<file path="src/rtl/core/lu8d_pkg.sv">
package lu8d_pkg;

  localparam int unsigned CODE_W = 31;
  localparam int unsigned MAX_ITEMS = 3;

  localparam logic [CODE_W-1:0] SUPP_BASE = 31'h0001_0000;
  localparam logic [CODE_W-1:0] SURR_HI = 31'h0000_D800;
  localparam logic [CODE_W-1:0] SURR_LO = 31'h0000_DC00;

  typedef struct packed {
    logic [1:0]                       count;
    logic                             term;
    logic [MAX_ITEMS-1:0][CODE_W-1:0] units;
  } bundle_t;

endpackage

</file>
<file path="src/rtl/core/lu8d_decode.sv">
module lu8d_decode
  import lu8d_pkg::*;
(
  input  logic    clk,
  input  logic    rst,
  input  logic    accept,
  input  logic    utf16_mode,
  input  logic [7:0] byte_in,
  input  logic    last_byte,
  output bundle_t bundle
);

  logic [CODE_W-1:0] partial, partial_next;
  logic [2:0]        pending, pending_next;
  logic              ended, ended_next;
  logic [CODE_W-1:0] code;
  logic              have;
  logic [CODE_W-1:0] offset;

  assign offset = code - SUPP_BASE;

  always_comb begin
    partial_next = partial;
    pending_next = pending;
    ended_next   = ended;
    code         = '0;
    have         = 1'b0;
    bundle       = '0;

    if (pending == 3'd0) begin
      priority if (!byte_in[7]) begin
        code = {23'b0, byte_in};
        have = 1'b1;
      end else if (!byte_in[5]) begin
        partial_next = {26'b0, byte_in[4:0]};
        pending_next = 3'd1;
      end else if (!byte_in[4]) begin
        partial_next = {27'b0, byte_in[3:0]};
        pending_next = 3'd2;
      end else if (!byte_in[3]) begin
        partial_next = {28'b0, byte_in[2:0]};
        pending_next = 3'd3;
      end else if (!byte_in[2]) begin
        partial_next = {29'b0, byte_in[1:0]};
        pending_next = 3'd4;
      end else begin
        partial_next = {30'b0, byte_in[0]};
        pending_next = 3'd5;
      end
    end else begin
      partial_next = {partial[CODE_W-7:0], byte_in[5:0]};
      pending_next = pending - 3'd1;
      if (pending_next == 3'd0) begin
        code         = partial_next;
        have         = 1'b1;
        partial_next = '0;
      end
    end

    // cut short by end of string
    if (last_byte && pending_next != 3'd0) begin
      code         = '0;
      have         = 1'b1;
      partial_next = '0;
      pending_next = 3'd0;
    end

    if (have && !ended) begin
      if (code == '0) begin
        ended_next = 1'b1;
      end else if (utf16_mode && code >= SUPP_BASE) begin
        bundle.units[0] = SURR_HI | {21'b0, offset[19:10]};
        bundle.units[1] = SURR_LO | {21'b0, offset[9:0]};
        bundle.count    = 2'd2;
      end else begin
        bundle.units[0] = code;
        bundle.count    = 2'd1;
      end
    end

    if (last_byte) begin
      bundle.term  = 1'b1;
      bundle.count = bundle.count + 2'd1;
      partial_next = '0;
      pending_next = 3'd0;
      ended_next   = 1'b0;
    end
  end

  always_ff @(posedge clk) begin
    if (rst) begin
      partial <= '0;
      pending <= 3'd0;
      ended   <= 1'b0;
    end else if (accept) begin
      partial <= partial_next;
      pending <= pending_next;
      ended   <= ended_next;
    end
  end

endmodule

</file>
<file path="src/rtl/core/lu8d_emit.sv">
module lu8d_emit
  import lu8d_pkg::*;
(
  input  logic              clk,
  input  logic              rst,
  input  logic              load,
  input  bundle_t           bundle,
  output logic              room,
  output logic              out_valid,
  input  logic              out_stall,
  output logic [CODE_W-1:0] code_unit,
  output logic              last_of_run,
  output logic              string_end
);

  logic [1:0]                       cnt;
  logic [1:0]                       idx;
  logic                             term;
  logic [MAX_ITEMS-1:0][CODE_W-1:0] units;
  logic                             take;

  assign out_valid   = cnt != 2'd0;
  assign take        = out_valid && !out_stall;
  assign room        = (cnt == 2'd0) || (cnt == 2'd1 && take);
  assign code_unit   = units[idx];
  assign last_of_run = cnt == 2'd1;
  assign string_end  = term && cnt == 2'd1;

  always_ff @(posedge clk) begin
    if (rst) begin
      cnt <= 2'd0;
      idx <= 2'd0;
    end else if (load) begin
      cnt <= bundle.count;
      idx <= 2'd0;
    end else if (take) begin
      cnt <= cnt - 2'd1;
      idx <= idx + 2'd1;
    end
  end

  always_ff @(posedge clk) begin
    if (load) begin
      term  <= bundle.term;
      units <= bundle.units;
    end
  end

endmodule

</file>
<file path="src/rtl/core/lenient_utf8_decoder.sv">
// lenient utf-8 decoder, one byte per item on the input channel
// input: byte_in with last_byte on the final byte of a string, valid/stall
// output: code_unit items with last_of_run and string_end, valid/stall
// config: cfg_write with cfg_data sets utf16_mode (1 after reset); write only
// while idle
// each byte gives zero to three items: a code point or code unit, the two
// halves of a surrogate pair, and a closing item with string_end on the last
// byte. a zero code point ends the string and silences it up to the last byte
// the first item of a byte appears in the cycle after the byte is taken
// throughput: one byte per cycle while each byte gives at most one item and
// the receiver does not stall; a byte with more than one item holds the input
// until its items drain from the output register, which emits one at a time
// reset clears the decode state, empties the output register and sets utf16_mode
// when the receiver stalls, the held item stays and the input stalls once the
// pending items of the last byte cannot drain
module lenient_utf8_decoder
  import lu8d_pkg::*;
(
  input  logic              clk,
  input  logic              rst,
  input  logic              in_valid,
  output logic              in_stall,
  input  logic [7:0]        byte_in,
  input  logic              last_byte,
  output logic              out_valid,
  input  logic              out_stall,
  output logic [CODE_W-1:0] code_unit,
  output logic              last_of_run,
  output logic              string_end,
  input  logic              cfg_write,
  input  logic              cfg_data
);

  logic    utf16_mode;
  logic    room;
  logic    accept;
  bundle_t bundle;

  assign in_stall = !room;
  assign accept   = in_valid && room;

  always_ff @(posedge clk) begin
    if (rst) begin
      utf16_mode <= 1'b1;
    end else if (cfg_write) begin
      utf16_mode <= cfg_data;
    end
  end

  lu8d_decode u_decode (
    .clk        (clk),
    .rst        (rst),
    .accept     (accept),
    .utf16_mode (utf16_mode),
    .byte_in    (byte_in),
    .last_byte  (last_byte),
    .bundle     (bundle)
  );

  lu8d_emit u_emit (
    .clk         (clk),
    .rst         (rst),
    .load        (accept),
    .bundle      (bundle),
    .room        (room),
    .out_valid   (out_valid),
    .out_stall   (out_stall),
    .code_unit   (code_unit),
    .last_of_run (last_of_run),
    .string_end  (string_end)
  );

  a_term_zero: assert property (@(posedge clk) disable iff (rst)
    out_valid && string_end |-> code_unit == '0 && last_of_run)
    else $error("closing item not zero or not last of run");

  a_unit_nonzero: assert property (@(posedge clk) disable iff (rst)
    out_valid && !string_end |-> code_unit != '0)
    else $error("zero code unit outside closing item");

  a_last_gives_item: assert property (@(posedge clk) disable iff (rst)
    accept && last_byte |=> out_valid)
    else $error("last byte gave no closing item");

endmodule

</file>
<file path="config.mk">
export PLATFORM = sky130hd
export DESIGN_NAME = lenient_utf8_decoder
export DESIGN_NICKNAME = d
export VERILOG_FILES = /design/src/rtl/core/lu8d_pkg.sv /design/src/rtl/core/lu8d_decode.sv /design/src/rtl/core/lu8d_emit.sv /design/src/rtl/core/lenient_utf8_decoder.sv
export SDC_FILE = /design/constraint.sdc
export NUM_CORES = 1
export LEC_CHECK = 0
export ABC_AREA = 1
export ABC_CLOCK_PERIOD_IN_PS = 3900
export BUFFER_PORTS_ARGS = -buffer_cell sky130_fd_sc_hd__buf_4
export CAP_MARGIN = 20
export CORE_ASPECT_RATIO = 1.1
export CORE_MARGIN = 3
export CORE_UTILIZATION = 45
export CTS_CLUSTER_DIAMETER = 200
export DETAILED_ROUTE_END_ITERATION = 8
export GPL_TIMING_DRIVEN = 0
export PLACE_DENSITY = 0.76
export SYNTH_ARGS = -nofsm -noshare
export SYNTH_HDL_FRONTEND = slang
export SYNTH_SLANG_ARGS = --single-unit
</file>
<file path="constraint.sdc">
create_clock -name clk -period 3.9 [get_ports clk]
set_clock_uncertainty 0.2 [all_clocks]
set_input_delay 0.195 -clock clk [delete_from_list [all_inputs] [get_ports clk]]
set_output_delay 0.195 -clock clk [all_outputs]
set_load 0.1 [all_outputs]
</file>
; Word-level counts from Yosys, hierarchy flattened
; Index checks and enable logic that the tools add are counted.
[totals]
output_inout_bits = 35
regBits = 97
[op_classes]
bitwise_logic = 2
n_mux = 38
eq_ne = 2
magnitude_cmp = 2
add_sub_neg = 5
n_reduce_logical = 26
[ops]
columns = cell, n
row1 = $mux 25, 7
row2 = $mux 31, 4
row3 = $bmux 31 s2, 1
row4 = $mux 16, 2
row5 = $ge 31x17->1 const B, 1
row6 = $logic_not 31->1, 1
row7 = $mux 3, 9
row8 = $sub 20x17->20 const B, 1
row9 = $mux 2, 6
row10 = $mux 1, 8
row11 = $reduce_bool 2->1, 4
row12 = $logic_and 1x1->1, 7
row13 = $mux 7, 1
row14 = $logic_not 3->1, 2
row15 = $reduce_or 3->1, 2
row16 = $add 2x1->2 const B, 2
row17 = $ne 4x4->1 const B, 1
row18 = $reduce_or 2->1, 2
row19 = $logic_not 1->1, 3
row20 = $lt 2x3->1 const B, 1
row21 = $reduce_and 3->1, 1
row22 = $reduce_bool 3->1, 1
row23 = $sub 3x1->3 const B, 1
row24 = $eq 2x1->1 const B, 1
row25 = other kinds (5), 6

; Longest topological paths before layout
; Gate-level depths: netlist of run 1.
[depth]
ltp_word = 17
depth_mapped = 23

; Hierarchy
; A second synthesis of run 1 with hierarchy kept.
[hier_totals]
cells_unflattened = 795
hier_area_um2 = 6852.8
[by_module_without_submodules]
columns = module, cells_per_inst, instances, area_per_inst_um2
row1 = lu8d_emit, 306, 1, 3862.5
row2 = lu8d_decode, 480, 1, 2931.6
row3 = lenient_utf8_decoder, 9, 1, 58.8

; Least setup slack after synthesis of run 1
; No wires, ideal clock.
[synth_path]
path_kind = flip-flop to flip-flop
startpoint = reg u_emit.cnt[1]
endpoint = reg u_decode.partial[20]
setup_time_ns = 0.071
slack_ns = -0.741
path_buffers = 0
arrival_ns = 4.371
path_stages_with_launch = 15
cell_sequence = dfxtp_1 inv_1 ha_1 nand2_1 nand2_1 inv_1 nor2_2 inv_1 nor2_1 inv_1 a21oi_1 inv_1 nor2_2 nand2_1 a21oi_1
[synth_between]
elab_cells_between_ends = 8
[synth_lines]
columns = item, line_no
row1 = "start, declared", lu8d_emit.sv:16  ; logic [1:0] cnt;
row2 = "start signal, assigned", lu8d_emit.sv:34  ; cnt <= bundle.count;
row3 = "start signal, assigned", lu8d_emit.sv:37  ; cnt <= cnt - 2'd1;
row4 = $eq 2x1->1, -
row5 = net last_of_run, lenient_utf8_decoder.sv:28  ; output logic last_of_run,
row6 = $logic_and 1x1->1, lu8d_emit.sv:24  ; assign room = (cnt == 2'd0) || (cnt == 2'd1 && take);
row7 = $logic_or 1x1->1, lu8d_emit.sv:24
row8 = $logic_and 1x1->1, lenient_utf8_decoder.sv:40  ; assign accept = in_valid && room;
row9 = net accept, lenient_utf8_decoder.sv:36  ; logic accept;
row10 = $reduce_and 2->1 (no source line), -
row11 = "end signal, assigned", lu8d_decode.sv:96  ; partial <= partial_next;
row12 = "end, declared", lu8d_decode.sv:13  ; logic [CODE_W-1:0] partial, partial_next;
; The timed path passes the listed nets, and every way through them passes these cells.
; A chain may end at the register's enable or synchronous reset.

; Final worst setup path of run 1
[layout_path]
startpoint = reg u_decode.pending[0]
endpoint = reg u_emit.units[8] (netlist name), data pin
[layout_between]
elab_chain_len = 8
elab_cells_between_ends = 21
[layout_rtl]
columns = item, line_no
row1 = "start, declared", lu8d_decode.sv:14  ; logic [2:0] pending, pending_next;
row2 = "start signal, assigned", lu8d_decode.sv:97  ; pending <= pending_next;
row3 = "$sub 3x1->3, or another cell as far along", lu8d_decode.sv:52  ; pending_next = pending - 3'd1;
row4 = $logic_not 3->1 or $mux 3 (tied branches), "lu8d_decode.sv:53, lu8d_decode.sv:30"
row5 = $mux 31 or $reduce_bool 3->1 (tied branches), "lu8d_decode.sv:53, lu8d_decode.sv:61"
row6 = $mux 31 or $logic_and 1x1->1 (tied branches), "lu8d_decode.sv:30, lu8d_decode.sv:61"
row7 = $mux 31 (*), lu8d_decode.sv:61  ; if (last_byte && pending_next != 3'd0) begin
row8 = net u_decode.code[16], lu8d_decode.sv:16  ; logic [CODE_W-1:0] code;
row9 = $ge 31x17->1, lu8d_decode.sv:71  ; end else if (utf16_mode && code >= SUPP_BASE) begin
row10 = $logic_and 1x1->1, lu8d_decode.sv:71
row11 = $mux 16, lu8d_decode.sv:71
row12 = "end signal, assigned", lu8d_emit.sv:45  ; units <= bundle.units;
row13 = "end, declared", lu8d_emit.sv:19  ; logic [MAX_ITEMS-1:0][CODE_W-1:0] units;
; Mark *: on every way through the listed nets, which the timed path passes. The rest lies on a longest branch.

==> results of run 1 <==
-- placed cells by master (no fill, tap or decap), drive strengths merged --
master / instances
o21bai: 1
clkinvlp: 2
clkinv: 7
nand4: 5
a31oi: 2
o31ai: 1
dlygate4sd3: 13
xor2: 2
edfxtp: 43
ha: 8
inv: 52
clkbuf: 22
nand2: 138
a21oi: 49
dfxtp: 34
nor3: 5
and3: 1
o21ai: 40
bufinv: 2
a32oi: 1
nand3: 41
o22ai: 7
o32ai: 2
nor2: 92
buf: 65
-- final timing paths --
kind / start / end / slack [ns] / cells after the start
setup reg to reg: u_decode.pending[0]$_SDFFE_PP0P_ / u_emit.units[8]$_SDFFCE_PP0P_ / 0.52 / 21
hold reg to reg: u_decode.partial[22]$_SDFFE_PP0P_ / u_decode.partial[22]$_SDFFE_PP0P_ / 0.27 / 2
setup / recovery: u_decode.pending[0]$_SDFFE_PP0P_ / u_emit.units[8]$_SDFFCE_PP0P_ / 0.52 / 21
hold / removal: byte_in[2] / u_decode.partial[2]$_SDFFE_PP0P_ / 0.06 / 5
-- metrics by stage --
stage / utilization [%] / cells / total power, mW
floorplan: - / 556 / 3.03
global placement: 52.9 / 719 / 3.45
detailed placement: 53.1 / 720 / 3.50
CTS: 56.9 / 749 / 4.16
global route: 56.9 / 749 / 4.34
finish: 56.9 / 749 / 4.15
-- area by class of cell --
cell class              instances  area, µm²  share of cell area (%)
inverters                      56        215                    4.16
plain buffers                  28        178                    3.43
multi-input cells             395       1940                    37.4
repair buffers                 63        518                    10.0
flip-flops and latches         77       1970                    38.1
clock inverters                 7       90.1                    1.74
clock buffers                   9        124                    2.39
well taps                     114        143                    2.75
-- critical path: stages, from the launching register on --
cell and delay, ns:
dfxtp_1 0.35, inv_1 0.12, ha_1 0.24, inv_1 0.07
nand2_1 0.05, nand2_1 0.13, nor2_1 0.07, nor2_2 0.11
nand2_2 0.08, o21bai_4 0.20, buf_6 0.17, nand2_1 0.14
inv_1 0.14, ha_1 0.17, nand2_1 0.05, nor2_1 0.14
nand3_1 0.11, nand2_2 0.10, nand2_4 0.11, nand2_4 0.14
buf_6 0.16, o22ai_2 0.07
-- power groups by stage --
stage / clock [mW] / combinational, mW / sequential (mW)
after floorplan: 0 / 1.87 / 1.16
after global placement: 0 / 2.27 / 1.17
after detailed placement: 0 / 2.33 / 1.18
after CTS: 0.661 / 2.34 / 1.16
after global routing: 0.690 / 2.48 / 1.18
final: 0.652 / 2.34 / 1.16
-- registers in the layout (all words and copies together) (netlist names) --
| signal | count |
|---|---|
| u_decode.ended | 1 |
| u_decode.partial | 25 |
| u_decode.pending | 3 |
| u_emit.cnt | 2 |
| u_emit.idx | 2 |
| u_emit.term | 1 |
| u_emit.units | 42 |
| utf16_mode | 1 |
-- cells by family after synthesis --
family,Yosys count
buffers and inverters,84
AOI/OAI and AO/OA,103
DFF,77
adders and majority gates,8
xor gates and xnor gates,2
and+or+nand+nor,282
-- per-layer routing --
metal	track usage, %	part of all wire [%]
met5	0	0
met3	2.90	5.5
met2	32.6	48
met1	23.7	44
met4	8.59	2.8
==> flow_summary.yaml, run 1 <==
final_layout:
  final_area_um2: 5180
  antenna_cells: 0
  fillers: 829
  area_growth_syn_to_layout_pct: 20.5
  drive_above_1_share_pct: 17.6
  nets: 653
critical_path:
  crit_path_end_kind: "register"
  cp_max_fo: 10
  cp.arrival_ns: 3.28
  worstPathRequired_ns: 3.80
  startpoint_type: "register"
  critPathKind: "register to register"
clocking:
  cts_buffer_depth: 2
  post_cts_resized: 0
  insertion_delay_ns: 0.37
  cts_made_buffers: 9
  hold_buffers: 13
  clock_sinks: 77
  root_buffer: "clkbuf_8"
  cts_tree: "done"
  postCtsSetupBuffers: 0
  path_clk_slew_ns: 0.08
  cts_max_level: 3
routing:
  ant_nets: 0
  routedWlPerCell_um: 13.3
  drc: 0
  vias: 3844
  wirelength_mm: 9.93
  firstDrtPassIters: 5
  drtIter0Drc: 223
  vias_per_cell: 5.13
pwr:
  comb_power_share_pct: 56.3
  powerDensity_nw_per_um2: 802
  clkPwrFrac_pct: 15.7
  p_sw_share_pct: 53.0
  leakage_nw: 2.11
  intPower_mw: 1.95
  power_switching_mw: 2.20
  pwr-share-seq_pct: 28.0
  peakVddDrop_uv: 360
logic_synthesis:
  ys_top_cells_by_area: "edfxtp_1 30%, dfxtp_1 16%, nand2_1 11%, nor2_1 6.6%, a21oi_1 5.6%"
  muxShareOfSynthArea_pct: 0
  synth-edff-count: 43
  yosys.cell_types.count: 37
  synth_compound_area_share_pct: 13.8
  async_reset_ff_share_pct: 0
  synthAdderAreaFrac_pct: 2.33
  yosys_warnings: 0
  ys_seq_elements: 77
  synth_flop_cell: "edfxtp_1"
  syn_avg_cell_area_um2: 7.73
  synth_common_cells: "131 x nand2_1, 76 x nor2_1, 48 x a21oi_1, 48 x inv_1, 43 x edfxtp_1"
  syn_area_um2: 4300
  synth_xor_area_share_pct: 0.408
  synth_most_common_cell: "nand2_1"
  synth_top_family_by_area: "simple AND/OR/NAND/NOR gates"
  synth-simple-area-share_pct: 28.5
  synth_seq_area_share_pct: 45.9
  synth.top_cell.area_share_pct: 30.1
  syn_nets: 579
  synth_cells: 556
  synth_top_cell_by_area: "edfxtp_1"
placement:
  dpl_worst_slack_ns: 0.604
  place_area_um2: 4830
  io_buffers: 49
  hpwl_mm: 7.62
  globalplace.congestion: 0.923
global_route:
  grt_first_pass_wirelength_mm: 16.4
  grt_use_total_pct: 19.0
  grt_remaining_overflow: 0
  grt_pass1_vias: 3639
  antenna_found_initial: 0
  grt_max_degree: 39
floorplan:
  die_y_um: 108
  core_um2: 9100
  initial_core_util_pct: 47.2
  rows: 36
  dieArea_um2: 10800
  die_w_um: 99.2
  ios: 50
sta:
  clock.fmax_mhz: 296
  rsz0062_at_grt: "false"
  hold_viol: 0
  fin_tns_setup_ns: 0
  drv_slew: 0
  fin_crit_sh_pct: 86.6
  setup_slack_ns: 0.523
  setup_viol: 0
  worstMarginPinSlew_ns: 0.544
  slew_headroom_pct: 63.7
  hold_ws_ns: 0.0611
  min_period_ns: 3.38
hold_path:
  hold_class: "primary input to register"
run:
  maxCapViolations: 0
outcome:
  run_status: "completed"
Power figures use the tool's default switching activity.
==> inputs of run 2 (changes only) <==
CORE_UTILIZATION = 25   (was 45)
PLACE_DENSITY = 0.51   (was 0.76)
==> flow_summary.yaml, run 2 (same netlist as run 1, synthesis figures left out) <==
final_layout:
  antenna_cells: 0
  top_regs: "u_emit.units x42, u_decode.partial x25, u_decode.pending x3"
  regMostFlops: "u_emit.units"
  largest_reg_flops: 42
  area_growth_syn_to_layout_pct: 25.3
  drive_above_1_share_pct: 17.7
  nets: 649
  final_cell_mix: "131 x nand2_1, 76 x nor2_1, 49 x buf_4"
  final_common_cell: "nand2_1"
  final_area_um2: 5380
pwr:
  peakVddDrop_uv: 296
  powerDensity_nw_per_um2: 816
  power_mw: 4.39
  leakage_nw: 2.15
global_route:
  grt_first_pass_wirelength_mm: 18.4
  grt_use_total_pct: 12.3
  antenna_found_initial: 0
  grt_remaining_overflow: 0
  grt_max_degree: 36
  grt_pass1_vias: 3745
placement:
  hpwl_mm: 8.75
  place_area_um2: 4980
  io_buffers: 49
  globalplace.congestion: 0.898
sta:
  clock.fmax_mhz: 301
  slew_headroom_pct: 64.4
  setup_viol: 0
  drv_slew: 0
  fin_tns_setup_ns: 0
  fin_crit_sh_pct: 85.2
  worstMarginPinSlew_ns: 0.534
  min_period_ns: 3.32
  hold_viol: 0
  rsz0062_at_grt: "false"
routing:
  drtIter0Drc: 306
  vias_per_cell: 4.37
  wirelength_mm: 11.1
  drc: 0
  routedWlPerCell_um: 13.0
  firstDrtPassIters: 4
  vias: 3754
  ant_nets: 0
critical_path:
  r2r_end: "u_emit.units[8]$_SDFFCE_PP0P_"
  cp_max_fo: 10
  startpoint_type: "register"
  crit_path_end_kind: "register"
  worstPathRequired_ns: 3.77
  r2r_cells: 19
  rrSetupSlack_ns: 0.58
  critPathKind: "register to register"
  cp.arrival_ns: 3.20
  r2r_start: "u_decode.pending[0]$_SDFFE_PP0P_"
clocking:
  cts_made_buffers: 9
  insertion_delay_ns: 0.34
  cts_max_level: 3
  post_cts_resized: 0
  path_clk_slew_ns: 0.06
  clock_sinks: 77
  cts_tree: "done"
  root_buffer: "clkbuf_16"
  cts_buffer_depth: 2
floorplan:
  dieArea_um2: 18800
  ios: 50
  die_w_um: 131
  core_um2: 16600
  die_y_um: 143
  initial_core_util_pct: 25.9
  rows: 49
run:
  maxCapViolations: 0
outcome:
  run_status: "completed"
hold_path:
  hold-path-endpoint: "u_decode.partial[3]$_SDFFE_PP0P_"
  hold_depth: 3
  hold_class: "primary input to register"
  min-delay-start: "byte_in[3]"
## run 2: area by class of cell
type	count	area [µm²]
Fill cell	1811	11200
Sequential cell	77	1970
Timing Repair Buffer	59	478
Multi-Input combinational cell	395	1940
Clock buffer	9	225
Buffer	28	178
Tap cell	229	287
Inverter	56	215
Clock inverter	7	90.1
## run 2: worst max path at each step
stage,start,to,slack (ns),cells after the start
after global routing,u_decode.pending[0]$_SDFFE_PP0P_,u_emit.units[39]$_SDFFCE_PP0P_,0.28,20
after detailed placement,u_decode.pending[0]$_SDFFE_PP0P_,u_emit.units[8]$_SDFFCE_PP0P_,0.57,21
after floorplan,u_emit.cnt[0]$_SDFFE_PP0P_,u_decode.partial[20]$_SDFFE_PP0P_,0.03,14
after global placement,u_emit.cnt[0]$_SDFFE_PP0P_,u_decode.partial[23]$_SDFFE_PP0P_,0.09,15
final,u_decode.pending[0]$_SDFFE_PP0P_,u_emit.units[8]$_SDFFCE_PP0P_,0.58,19
after CTS,u_decode.pending[0]$_SDFFE_PP0P_,u_emit.units[8]$_SDFFCE_PP0P_,0.53,21
## run 2: what timing repair did
item,CTS,global route
hold buffers,9,0
buffers inserted,0,0
hold endpoints to repair,9,0
## run 2: layer usage
metal | routed length, µm | vias to the layer above | GRT usage [%]
met3 | 450 | 8 | 2.53
met4 | 123 | 0 | 4.66
met2 | 5400 | 73 | 20.6
met1 | 5160 | 1702 | 15.6
li1 | - | 1971 | -
met5 | 0 | - | 0
## run 2: per-stage QoR
step                setup WS, ns  hold WS, ns  cells  util [%]
floorplan                 0.0301       0.0939    556         -
global placement          0.0854        0.192    834      29.8
detailed placement         0.572        0.192    835      30.0
CTS                        0.528      0.00191    860      32.4
global route               0.278       0.0264    860      32.4
finish                     0.578       0.0176    860      32.4
## run 2: critical path, stage by stage (launching register included)
cell     delay [ns]
dfxtp_1        0.35
inv_1          0.12
ha_1           0.26
nand2_4        0.11
buf_6          0.14
nand3_2        0.12
buf_6          0.16
buf_6          0.14
nor2_1         0.13
nand2_1        0.16
inv_1          0.13
ha_1           0.15
nand2_1        0.05
nor2_1         0.12
nand3_1        0.10
nand2_2        0.10
nand2_4        0.11
nand2_4        0.15
buf_6          0.16
o22ai_2        0.08
## run 2: power by group
group          switching, mW  internal [mW]
clock network          0.325          0.556
registers             0.0850           1.09
logic                   1.83          0.509
==> inputs of run 3 (changes only) <==
ABC_AREA = not set   (was 1)
ABC_CLOCK_PERIOD_IN_PS = 2800   (was 3900)
PLACE_DENSITY = 0.5   (was 0.51)
SYNTH_HIERARCHICAL = 1   (was not set)
clock period = 2.8 ns   (was 3.9 ns; I/O delays follow)
==> flow_summary.yaml, run 3 <==
outcome:
  run_status: "finished with violations"
  violations: "negative setup slack"
logic_synthesis:
  synth_most_common_cell: "edfxtp_1"
  synth_top_family_by_area: "simple AND/OR/NAND/NOR gates"
  synthAdderAreaFrac_pct: 1.39
  syn_area_um2: 6280
  synth-edff-count: 94
  yosys.cell_types.count: 62
  synth_seq_area_share_pct: 55.8
  ys_top_cells_by_area: "edfxtp_1 45%, dfxtp_1 11%, buf_4 6.6%, mux2i_1 5.1%, nand2_1 3.3%"
  synth_common_cells: "94 x edfxtp_1, 56 x nand2_1, 55 x buf_4"
  synth.top_cell.area_share_pct: 44.9
  synth_flop_cell: "edfxtp_1"
  syn_avg_cell_area_um2: 11.4
  ys_seq_elements: 128
  yosys_warnings: 6
  synth_top_cell_by_area: "edfxtp_1"
  synth-simple-area-share_pct: 14.4
  muxShareOfSynthArea_pct: 6.18
  async_reset_ff_share_pct: 0
  synth_xor_area_share_pct: 0.697
  synth_compound_area_share_pct: 11.1
  synth_cells: 552
global_route:
  grt_remaining_overflow: 0
  grt_first_pass_wirelength_mm: 23.2
  grt_use_total_pct: 11.2
  grt_max_degree: 67
  grt_pass1_vias: 4301
  antenna_found_initial: 0
routing:
  ant_nets: 0
  vias_per_cell: 4.28
  drc: 0
  routedWlPerCell_um: 14.9
  drtIter0Drc: 244
  vias: 4439
  wirelength_mm: 15.4
  firstDrtPassIters: 7
floorplan:
  ios: 50
  rows: 60
  die_y_um: 172
  initial_core_util_pct: 25.5
  core_um2: 24600
  die_w_um: 157
  dieArea_um2: 27100
clocking:
  cts_made_buffers: 17
  root_buffer: "clkbuf_16"
  cts_max_level: 4
  cts_tree: "done"
  insertion_delay_ns: 0.41
  clock_sinks: 128
  cts_buffer_depth: 2
  path_clk_slew_ns: 0.06
sta:
  rsz0062_at_grt: "true"
  slew_headroom_pct: 47.1
  drv_slew: 0
  setup_slack_ns: -0.223
  clock.fmax_mhz: 331
  worstMarginPinSlew_ns: 0.793
  setup_viol: 46
  hold_viol: 0
  fin_crit_sh_pct: 108
  min_period_ns: 3.02
critical_path:
  rrSetupSlack_ns: -0.22
  r2r_end: "u_emit/units[6]$_DFFE_PP_"
  critPathKind: "register to register"
  r2r_cells: 15
  r2r_start: "u_decode/pending[0]$_SDFFE_PP0P_"
  cp_max_fo: 6
  worstPathRequired_ns: 2.76
  crit_path_end_kind: "register"
  startpoint_type: "register"
  cp.arrival_ns: 2.99
final_layout:
  fillers: 2468
  top_regs: "u_emit/units x93, u_decode/partial x25, u_decode/pending x3"
  drive_above_1_share_pct: 37.8
  antenna_cells: 0
  final_area_um2: 8820
  final_util_pct: 35.8
  final_common_cell: "buf_4"
  nets: 737
  largest_reg_flops: 93
  final_cell_mix: "121 x buf_4, 94 x edfxtp_1, 53 x nand2_1"
  regMostFlops: "u_emit/units"
  area_growth_syn_to_layout_pct: 40.5
placement:
  globalplace.congestion: 0.817
  hpwl_mm: 10.2
  io_buffers: 47
  place_area_um2: 7470
hold_path:
  hold_depth: 6
  hold_class: "primary input to register"
  hold-path-endpoint: "u_decode/pending[1]$_SDFFE_PP0P_"
  min-delay-start: "byte_in[4]"
pwr:
  powerDensity_nw_per_um2: 704
  leakage_nw: 3.32
  peakVddDrop_uv: 402
run:
  maxCapViolations: 0
==> run 3: cell types whose count changed after synthesis, sizes merged, moves of 7 or more <==
cell,previous run,this run
nand2,138,56
buf,15,69
nor2,92,40
edfxtp,43,94
inv,52,14
nand3,41,7
a21oi,49,17
mux2i,0,32
and2,0,24
a22oi,0,21
nor3,5,15
o22ai,7,0
==> run 3: cell type report <==
class | count | area (µm²) | share of cell area [%]
Sequential cell | 128 | 3510 | 39.8
Multi-Input combinational cell | 377 | 2760 | 31.3
Timing Repair Buffer | 97 | 863 | 9.78
Buffer | 80 | 698 | 7.91
Clock buffer | 22 | 444 | 5.03
Tap cell | 310 | 388 | 4.40
Clock inverter | 9 | 92.6 | 1.05
Inverter | 14 | 66.3 | 0.751
==> run 3: how the worst max path moves through the flow <==
stage | start | endpoint | slack, ns | cells after the start
2_1_floorplan | u_emit/cnt[0]$_SDFFE_PP0P_ | u_decode/partial[5]$_SDFFE_PP0P_ | -0.37 | 11
6_report | u_decode/pending[0]$_SDFFE_PP0P_ | u_emit/units[6]$_DFFE_PP_ | -0.22 | 15
3_5_place_dp | u_decode/pending[0]$_SDFFE_PP0P_ | u_emit/units[28]$_DFFE_PP_ | -0.88 | 15
3_3_place_gp | u_decode/pending[0]$_SDFFE_PP0P_ | u_emit/units[28]$_DFFE_PP_ | -0.85 | 14
4_1_cts | u_decode/pending[0]$_SDFFE_PP0P_ | u_emit/units[7]$_DFFE_PP_ | -0.30 | 15
5_1_grt | u_decode/pending[0]$_SDFFE_PP0P_ | u_emit/units[6]$_DFFE_PP_ | -0.30 | 16
==> run 3: per-layer routing <==
metal | GRT usage (%) | wire (µm)
met5 | 0 | 0
met4 | 4.30 | 267
met3 | 2.10 | 488
met2 | 19.2 | 7750
met1 | 14.1 | 6910
==> run 3: power by group <==
| group | switching, mW | total [mW] | internal [mW] |
|---|---|---|---|
| Clock | 0.761 | 2.05 | 1.29 |
| Combinational | 1.31 | 1.83 | 0.520 |
| Sequential | 0.0595 | 2.34 | 2.28 |
| Total | 2.13 | 6.22 | 4.09 |
==> run 3: timing repair <==
action	4_1_cts	5_1_grt
resized for setup	31	50
hold buffers	13	0
hold endpoints to repair	20	0
endpoints found under the setup margin	74	73
pin swaps	16	18
setup buffers	30	11
cloned	1	3
==> run 3: worst max-delay path, cell delays in order, from the launching register on <==
cell and delay [ns]:
dfxtp_4 0.36, inv_4 0.06, ha_2 0.26, and3_4 0.23, a31oi_4 0.04, nor3_4 0.26, buf_8 0.16, nand2_8 0.06
inv_4 0.08, ha_4 0.13, nand2_2 0.05, o221a_4 0.29, buf_12 0.13, bufbuf_16 0.26, mux2i_1 0.14, nor2_1 0.05
==> run 3: kinds of logic (layout without fill, tap and decap cells) <==
family	Yosys count	in the layout
AOI/OAI and AO/OA	102	102
DFF	128	128
adders and majority gates	7	7
muxes	38	38
buffers and inverters	95	222
xor gates and xnor gates	5	5
and+or+nand+nor	176	178
other	1	47
==> run 3: stage by stage <==
step / hold slack [ns] / std cells / setup TNS (ns) / setup WS [ns] / power [mW]
2_1_floorplan: 0.00941 / 598 / -22.08 / -0.371 / 3.70
3_3_place_gp: 0.119 / 955 / -45.05 / -0.850 / 4.05
3_5_place_dp: 0.120 / 956 / -35.72 / -0.880 / 4.07
4_1_cts: 0.0284 / 1023 / -12.92 / -0.296 / 6.22
5_1_grt: 0.0748 / 1037 / -10.94 / -0.302 / 6.48
6_report: 0.0454 / 1037 / -6.61 / -0.223 / 6.22
